===== config.mk =====
export PLATFORM = sky130hd
export DESIGN_NAME = sensor_frame_crc_check_convert
export DESIGN_NICKNAME = d
export VERILOG_FILES = /design/src/rtl/sfcrc_pkg.sv /design/src/rtl/sensor_frame_crc_check_convert.sv
export SDC_FILE = /design/constraint.sdc
export NUM_CORES = 1
export LEC_CHECK = 0
export ABC_AREA = 1
export BUFFER_PORTS_ARGS = -buffer_cell sky130_fd_sc_hd__buf_2
export CAP_MARGIN = 30
export CORE_ASPECT_RATIO = 1.2
export CORE_MARGIN = 10
export CORE_UTILIZATION = 45
export DETAILED_ROUTE_END_ITERATION = 10
export GPL_TIMING_DRIVEN = 0
export PLACE_DENSITY = 0.68
export SYNTH_ARGS = -nofsm -noshare
export SYNTH_HDL_FRONTEND = slang
export SYNTH_SLANG_ARGS = --single-unit

===== constraint.sdc =====
create_clock -name clock -period 8.58 [get_ports clock]
set_clock_uncertainty 0.15 [all_clocks]
set_input_delay 0.858 -clock clock [delete_from_list [all_inputs] [get_ports clock]]
set_output_delay 0.858 -clock clock [all_outputs]
set_load 0.1 [all_outputs]

===== src/rtl/sfcrc_pkg.sv =====
// ----------------------------------------------------------------------------
// sfcrc_pkg: shared types, constants and helpers
// CRC-8 update and fixed-point scaling for the sensor reply checker.
// ----------------------------------------------------------------------------
package sfcrc_pkg;

   localparam int unsigned BYTE_W   = 8;
   localparam int unsigned WORD_W   = 16;
   localparam int unsigned VALUE_W  = 15;
   localparam int unsigned PROD_W   = 31;
   localparam int unsigned POS_W    = 3;

   localparam logic [BYTE_W-1:0] CRC_POLY = 8'h31;
   localparam logic [BYTE_W-1:0] CRC_INIT = 8'hFF;

   // Full-scale spans and offsets, in hundredths
   localparam logic [VALUE_W-1:0] TEMP_SPAN   = 15'd17500;
   localparam logic [VALUE_W-1:0] TEMP_OFFSET = 15'd4500;
   localparam logic [VALUE_W-1:0] HUM_SPAN    = 15'd12500;
   localparam logic [VALUE_W-1:0] HUM_OFFSET  = 15'd600;

   // Byte positions inside the six-byte reply frame
   localparam logic [POS_W-1:0] POS_TEMP_HI  = 3'd0;
   localparam logic [POS_W-1:0] POS_TEMP_LO  = 3'd1;
   localparam logic [POS_W-1:0] POS_TEMP_CRC = 3'd2;
   localparam logic [POS_W-1:0] POS_HUM_HI   = 3'd3;
   localparam logic [POS_W-1:0] POS_HUM_LO   = 3'd4;
   localparam logic [POS_W-1:0] POS_HUM_CRC  = 3'd5;

   // Result word, first field in the highest bits
   typedef struct packed {
      logic               hum_crc_ok;
      logic               temp_crc_ok;
      logic [VALUE_W-1:0] hum_centi_pct;
      logic [VALUE_W-1:0] temp_centi_c;
   } rsp_data_type;

   // CRC-8, MSB first, one byte
   function automatic logic [BYTE_W-1:0] crc8_update(input logic [BYTE_W-1:0] crc,
                                                     input logic [BYTE_W-1:0] data);
      logic [BYTE_W-1:0] c;
      c = crc ^ data;
      for (int k = 0; k < BYTE_W; k++) begin
         if (c[BYTE_W-1]) begin
            c = {c[BYTE_W-2:0], 1'b0} ^ CRC_POLY;
         end else begin
            c = {c[BYTE_W-2:0], 1'b0};
         end
      end
      return c;
   endfunction

   // floor(prod / 65535) - offset, 15-bit two's complement.
   // prod = q0*65536 + lo = q0*65535 + (lo + q0); the remainder term stays
   // below twice 65535, so one compare fixes the quotient.
   function automatic logic [VALUE_W-1:0] scale_centi(input logic [PROD_W-1:0]  prod,
                                                      input logic [VALUE_W-1:0] offset);
      logic [VALUE_W-1:0] q0;
      logic [WORD_W:0]    rem;
      logic [VALUE_W-1:0] q;
      q0  = prod[PROD_W-1:WORD_W];
      rem = {1'b0, prod[WORD_W-1:0]} + {2'b00, q0};
      q   = q0 + ((rem >= 17'd65535) ? 15'd1 : 15'd0);
      return q - offset;
   endfunction

endpackage


===== src/rtl/sensor_frame_crc_check_convert.sv =====
// ----------------------------------------------------------------------------
// sensor_frame_crc_check_convert: sensor reply CRC check and unit conversion
// Collects six-byte humidity/temperature replies, checks both CRC-8 fields
// and returns temperature and humidity in hundredths.
// ----------------------------------------------------------------------------
// Usage:
//  - req_ channel: one reply byte per transfer, in frame order: temperature
//    high, temperature low, temperature CRC, humidity high, humidity low,
//    humidity CRC. There is no framing signal; the sixth byte closes a frame.
//  - rsp_ channel: one transfer per frame, carrying both converted values
//    and both CRC-match flags. A bad CRC only clears its flag; values are
//    still converted.
//  - Throughput: one byte per cycle, sustained, with rsp_tready high.
//  - Output: after its transfer the sixth byte is held in the input register,
//    then processed out of it into the result register, which raises
//    rsp_tvalid.
//  - Each word is multiplied by its span when its low byte is processed;
//    the division by 65535 and the offset are applied from that registered
//    product when the frame's last byte is processed.
//  - Stall: a finished result waits in the result register. Bytes keep
//    being taken until the next frame's last byte would overwrite it; then
//    req_tready drops until rsp_tready frees the register.
//  - Reset (synchronous, active high): empties both registers and restarts
//    frame alignment at the temperature high byte.
// ----------------------------------------------------------------------------
module sensor_frame_crc_check_convert (
   input  logic        clock,
   input  logic        reset,
   // Reply bytes
   input  logic        req_tvalid,
   output logic        req_tready,
   input  logic [7:0]  req_tdata,   // [7:0] rx_byte
   // Results
   output logic        rsp_tvalid,
   input  logic        rsp_tready,
   output logic [31:0] rsp_tdata    // [14:0] temp_centi_c, [29:15] hum_centi_pct,
                                    // [30] temp_crc_ok, [31] hum_crc_ok
);

   // Input register
   logic                             in_valid_ff, in_valid_in;
   logic [sfcrc_pkg::BYTE_W-1:0]     in_byte_ff;

   // Frame state
   logic [sfcrc_pkg::POS_W-1:0]      pos_ff, pos_in;
   logic [sfcrc_pkg::BYTE_W-1:0]     crc_ff, crc_in;
   logic [sfcrc_pkg::BYTE_W-1:0]     temp_hi_ff;
   logic [sfcrc_pkg::BYTE_W-1:0]     hum_hi_ff;
   logic [sfcrc_pkg::PROD_W-1:0]     temp_prod_ff;
   logic [sfcrc_pkg::PROD_W-1:0]     hum_prod_ff;
   logic                             temp_ok_ff;

   // Result register
   logic                             rsp_valid_ff, rsp_valid_in;
   sfcrc_pkg::rsp_data_type          rsp_data_ff;

   logic [sfcrc_pkg::POS_W-1:0]      pos_eff;
   logic [sfcrc_pkg::BYTE_W-1:0]     crc_base;
   logic [sfcrc_pkg::BYTE_W-1:0]     crc_next;
   logic                             is_last;
   logic                             advance;
   logic                             process;

   // Positions 6 and 7 never arise; if seen, restart the frame.
   assign pos_eff  = (pos_ff > sfcrc_pkg::POS_HUM_CRC) ? sfcrc_pkg::POS_TEMP_HI : pos_ff;
   assign crc_base = (pos_ff > sfcrc_pkg::POS_HUM_CRC) ? sfcrc_pkg::CRC_INIT : crc_ff;
   assign crc_next = sfcrc_pkg::crc8_update(crc_base, in_byte_ff);
   assign is_last  = (pos_eff == sfcrc_pkg::POS_HUM_CRC);

   // Held byte moves on unless it would overwrite an untaken result
   assign advance  = !in_valid_ff || !is_last || !rsp_valid_ff || rsp_tready;
   assign process  = in_valid_ff && advance;

   assign req_tready = advance;

   always_comb begin
      in_valid_in  = req_tvalid ? 1'b1 : (in_valid_ff && !advance);
      rsp_valid_in = (process && is_last) ? 1'b1 : (rsp_valid_ff && !rsp_tready);
      pos_in       = pos_ff;
      crc_in       = crc_ff;
      if (process) begin
         pos_in = is_last ? sfcrc_pkg::POS_TEMP_HI : pos_eff + 3'd1;
         unique case (pos_eff)
            sfcrc_pkg::POS_TEMP_HI,
            sfcrc_pkg::POS_TEMP_LO,
            sfcrc_pkg::POS_HUM_HI,
            sfcrc_pkg::POS_HUM_LO: begin
               crc_in = crc_next;
            end
            default: begin
               crc_in = sfcrc_pkg::CRC_INIT;
            end
         endcase
      end
   end

   always_ff @(posedge clock) begin
      if (reset) begin
         in_valid_ff  <= 1'b0;
         rsp_valid_ff <= 1'b0;
         pos_ff       <= sfcrc_pkg::POS_TEMP_HI;
         crc_ff       <= sfcrc_pkg::CRC_INIT;
      end else begin
         in_valid_ff  <= in_valid_in;
         rsp_valid_ff <= rsp_valid_in;
         pos_ff       <= pos_in;
         crc_ff       <= crc_in;
      end
   end

   // Payload: no reset
   always_ff @(posedge clock) begin
      if (req_tvalid && req_tready) begin
         in_byte_ff <= req_tdata;
      end
      if (process) begin
         unique case (pos_eff)
            sfcrc_pkg::POS_TEMP_HI: begin
               temp_hi_ff <= in_byte_ff;
            end
            sfcrc_pkg::POS_TEMP_LO: begin
               temp_prod_ff <= sfcrc_pkg::PROD_W'(sfcrc_pkg::TEMP_SPAN)
                             * sfcrc_pkg::PROD_W'({temp_hi_ff, in_byte_ff});
            end
            sfcrc_pkg::POS_TEMP_CRC: begin
               temp_ok_ff <= (in_byte_ff == crc_base);
            end
            sfcrc_pkg::POS_HUM_HI: begin
               hum_hi_ff <= in_byte_ff;
            end
            sfcrc_pkg::POS_HUM_LO: begin
               hum_prod_ff <= sfcrc_pkg::PROD_W'(sfcrc_pkg::HUM_SPAN)
                            * sfcrc_pkg::PROD_W'({hum_hi_ff, in_byte_ff});
            end
            default: begin
               // humidity CRC byte closes the frame
               rsp_data_ff.temp_centi_c  <= sfcrc_pkg::scale_centi(temp_prod_ff,
                                                                  sfcrc_pkg::TEMP_OFFSET);
               rsp_data_ff.hum_centi_pct <= sfcrc_pkg::scale_centi(hum_prod_ff,
                                                                  sfcrc_pkg::HUM_OFFSET);
               rsp_data_ff.temp_crc_ok   <= temp_ok_ff;
               rsp_data_ff.hum_crc_ok    <= (in_byte_ff == crc_base);
            end
         endcase
      end
   end

   assign rsp_tvalid = rsp_valid_ff;
   assign rsp_tdata  = rsp_data_ff;

endmodule

==> flow_metrics.tcl <==
set metrics [dict create \
    outcome "finished, final reports clean" \
    slowest_delay_ns 0.74 \
    cts-root-buf "clkbuf_16" \
    drc 0 \
    drt_iter0_markers 438 \
    routed_wl_um 28100 \
    power_leakage_uw 0.00740 \
    timing.final.crit_share_pct 59.5 \
    crit_type "flip-flop to flip-flop" \
    clk_pin_slew_ns 0.07 \
    setup_viol 0 \
    synth_xor_area_share_pct 5.48 \
    clkSinkCount 127 \
    wl_per_cell_um 14.3 \
    hold_start "temp_ok_ff" \
    cp-start-kind "flip-flop" \
    die_h_um 208 \
    synth_mux_area_share_pct 0 \
    critical_path.cell_chain "ha_1 -> ha_1 -> fa_1 -> fa_1 -> inv_1 -> fa_1 -> inv_1 -> ha_1 -> a21oi_1 -> o21ai_0 -> a21oi_1 -> o21ai_1 -> a21oi_1 -> xnor2_1" \
    synthAdderAreaFrac_pct 34.8 \
    drv_slew 0 \
    synthTopCellsByArea "edfxtp_1 (26%), ha_1 (21%), fa_1 (14%), inv_1 (9.5%), nand2_1 (7.4%)" \
    syn_nets 1823 \
    antenna_found_initial 0 \
    p_switching_uw 1290 \
    intPower_uw 1810 \
    clockBufferDepth 2 \
    layout_min_cycle_time_ns 5.11 \
    timing.rr.start "in_byte_ff[4]" \
    ys_types 41 \
    via_per_inst 5.02 \
    cts_tree "done" \
    critPathRequiredTime_ns 8.61 \
    gp_congestion 0.935 \
    grt_setup_unrepaired "false" \
    hold_viol 0 \
    synth_edf_count 114 \
    initial_core_util_pct 45.8 \
    endpoint_kind "flip-flop" \
    diodes 0 \
    cp.arrival_ns 5.13 \
    synth_top_area_share_pct 25.9 \
    p_sw_share_pct 41.7 \
    syn_area_per_cell_sq_um 8.82 \
    relSlewSlack_pct 53.7 \
    grt_pass1_wl_um 48300 \
    p_clk_share_pct 25.2 \
    dieArea_sq_um 36600 \
    core_area_sq_um 28800 \
    timing.fmax_ghz 0.196 \
    hpwl_um 23000 \
    post-cts-setup-buffers 0 \
    cp_max_fo 12 \
    synth_top_family_by_area "adder cells" \
    drive_gt1_share_pct 6.53 \
    htreeDepth 4 \
    yosysTopAreaCell "edfxtp_1" \
    rows 68 \
    ir_drop_mv 0.120 \
    tightest_slew_ns 0.694 \
    grtUsageTotal_pct 16.0 \
    grt_pass1_vias 10228 \
    syn_to_final_growth_pct 10.7 \
    p_comb_share_pct 49.1 \
    pwr_density_cell_nw_per_um2 212 \
    grt_max_degree 32 \
    synth_seq_cells 127 \
    synth-async-reset-ratio_pct 0 \
    fin_setup_tns_ns 0 \
    syn_area_sq_um 13200 \
    ys.flop_type "edfxtp_1" \
    synth-simple-area-share_pct 15.0 \
    synth-compound-area-share_pct 7.05 \
    first_pass_iters 5 \
    n_fill_cell 2635 \
    overflow 0 \
    crit_buf_inv 2 \
    maxCapViolCount 0 \
    final_core_util_pct 50.7 \
    critPathSlowestCell "edfxtp_1" \
    ant_nets 0 \
    nets 1890 \
    numCtsBuffers 17 \
    synthCells 1498 \
    ios 46 \
    clock_latency_ns 0.44 \
    portBuffers 44 \
    hold_class "flip-flop to flip-flop" \
    p_seq_share_pct 25.7 \
    worstSetupStartpoint "in_byte_ff[4]" \
    die_x_um 176 \
    ctsResizeCount 0 \
    seq_area_frac_synth_pct 27.9 \
    hold_buffers 0 \
    vias 9853 \
    yosys_warnings 0 \
    cp_top_family "adder cells" \
]
-- stage by stage --
stage                     hold WS (ns)  std cells  total power (uW)  instance area, sq um  worst slack (ns)
after detailed placement         0.256       1930              2320                 14000              3.50
final                            0.273       1963              3110                 14600              3.47
after global routing             0.294       1963              3390                 14600              3.18
after floorplan                  0.250       1498              1960                 13200              4.09
after global placement           0.257       1927              2300                 13900              3.54
after CTS                        0.270       1962              3130                 14600              3.42
-- cells in the mapped netlist (all sizes together), types with 9 or more instances --
cell,count
inv,337
nand2,271
ha,222
edfxtp,114
fa,91
a21oi,88
nand3,81
nor2,78
xor2,60
o21ai,48
xnor2,21
nor3,16
dfxtp,13
nand4,9
o21bai,9
-- worst register-to-register path, delay by kind of cell (launching register included) --
| family | cells | cell delay (ns) |
|---|---|---|
| buf+inv | 2 | 0.12 |
| xor+xnor | 1 | 0.09 |
| flops | 1 | 0.74 |
| fa+ha+maj | 6 | 2.76 |
| compound gates | 5 | 0.98 |
-- cell usage in the layout, fill, tap and decap left out, drive strengths merged, types with 5 or more instances in the layout --
master	instances
dfxtp	13
nand3	81
buf	50
o21a	5
edfxtp	114
clkbuf	18
nor3	16
o21bai	9
nand3b	5
ha	222
a21o	5
o21ai	48
inv	344
a21oi	88
nor2	78
nand2	271
fa	91
nand4	9
xnor2	21
xor2	60
-- sequential cells by signal, summed over array words and instances (netlist names), 3 cells and up --
register,count
rsp_tdata,32
temp_prod_ff,29
hum_prod_ff,28
crc_ff,8
hum_hi_ff,8
in_byte_ff,8
temp_hi_ff,8
pos_ff,3
-- final cells by class --
cell class / instances / area, sq um / share of cell area (%)
Timing Repair Buffer: 48 / 290 / 1.98
Tap cell: 385 / 482 / 3.29
Inverter: 337 / 1260 / 8.65
Multi-Input combinational cell: 1031 / 8250 / 56.4
Buffer: 3 / 26.3 / 0.180
Clock inverter: 15 / 203 / 1.39
Clock buffer: 17 / 425 / 2.91
Sequential cell: 127 / 3680 / 25.2
-- metal layers --
layer / track usage [%] / up-vias / share of wire (%)
li1: - / 4980 / -
met1: 18.7 / 4641 / 43
met2: 28.4 / 176 / 51
met3: 2.18 / 56 / 3.0
met4: 6.92 / 0 / 3.2
met5: 0 / - / 0
-- power groups by stage --
stage	sequential (uW)	clock [uW]	combinational (uW)
floorplan	801	0	1160
global placement	812	0	1490
detailed placement	812	0	1510
CTS	799	792	1540
global route	801	819	1770
finish	798	782	1520
-- cell families after synthesis --
logic type / after synthesis
AO/OA/AOI/OAI: 169
buffers and inverters: 340
adder cells (fa/ha/maj): 313
XOR/XNOR: 81
flip-flops: 127
AND/OR/NAND/NOR: 468
-- path summary, 6_finish.rpt --
check	endpoint	cells past startpoint	slack (ns)
worst max-delay path	hum_prod_ff[25]	14	3.47
worst min-delay path	rsp_tdata[30]	0	0.27
worst max register to register	hum_prod_ff[25]	14	3.47
worst min register to register	rsp_tdata[30]	0	0.27
(Power assumes the default switching activity.)
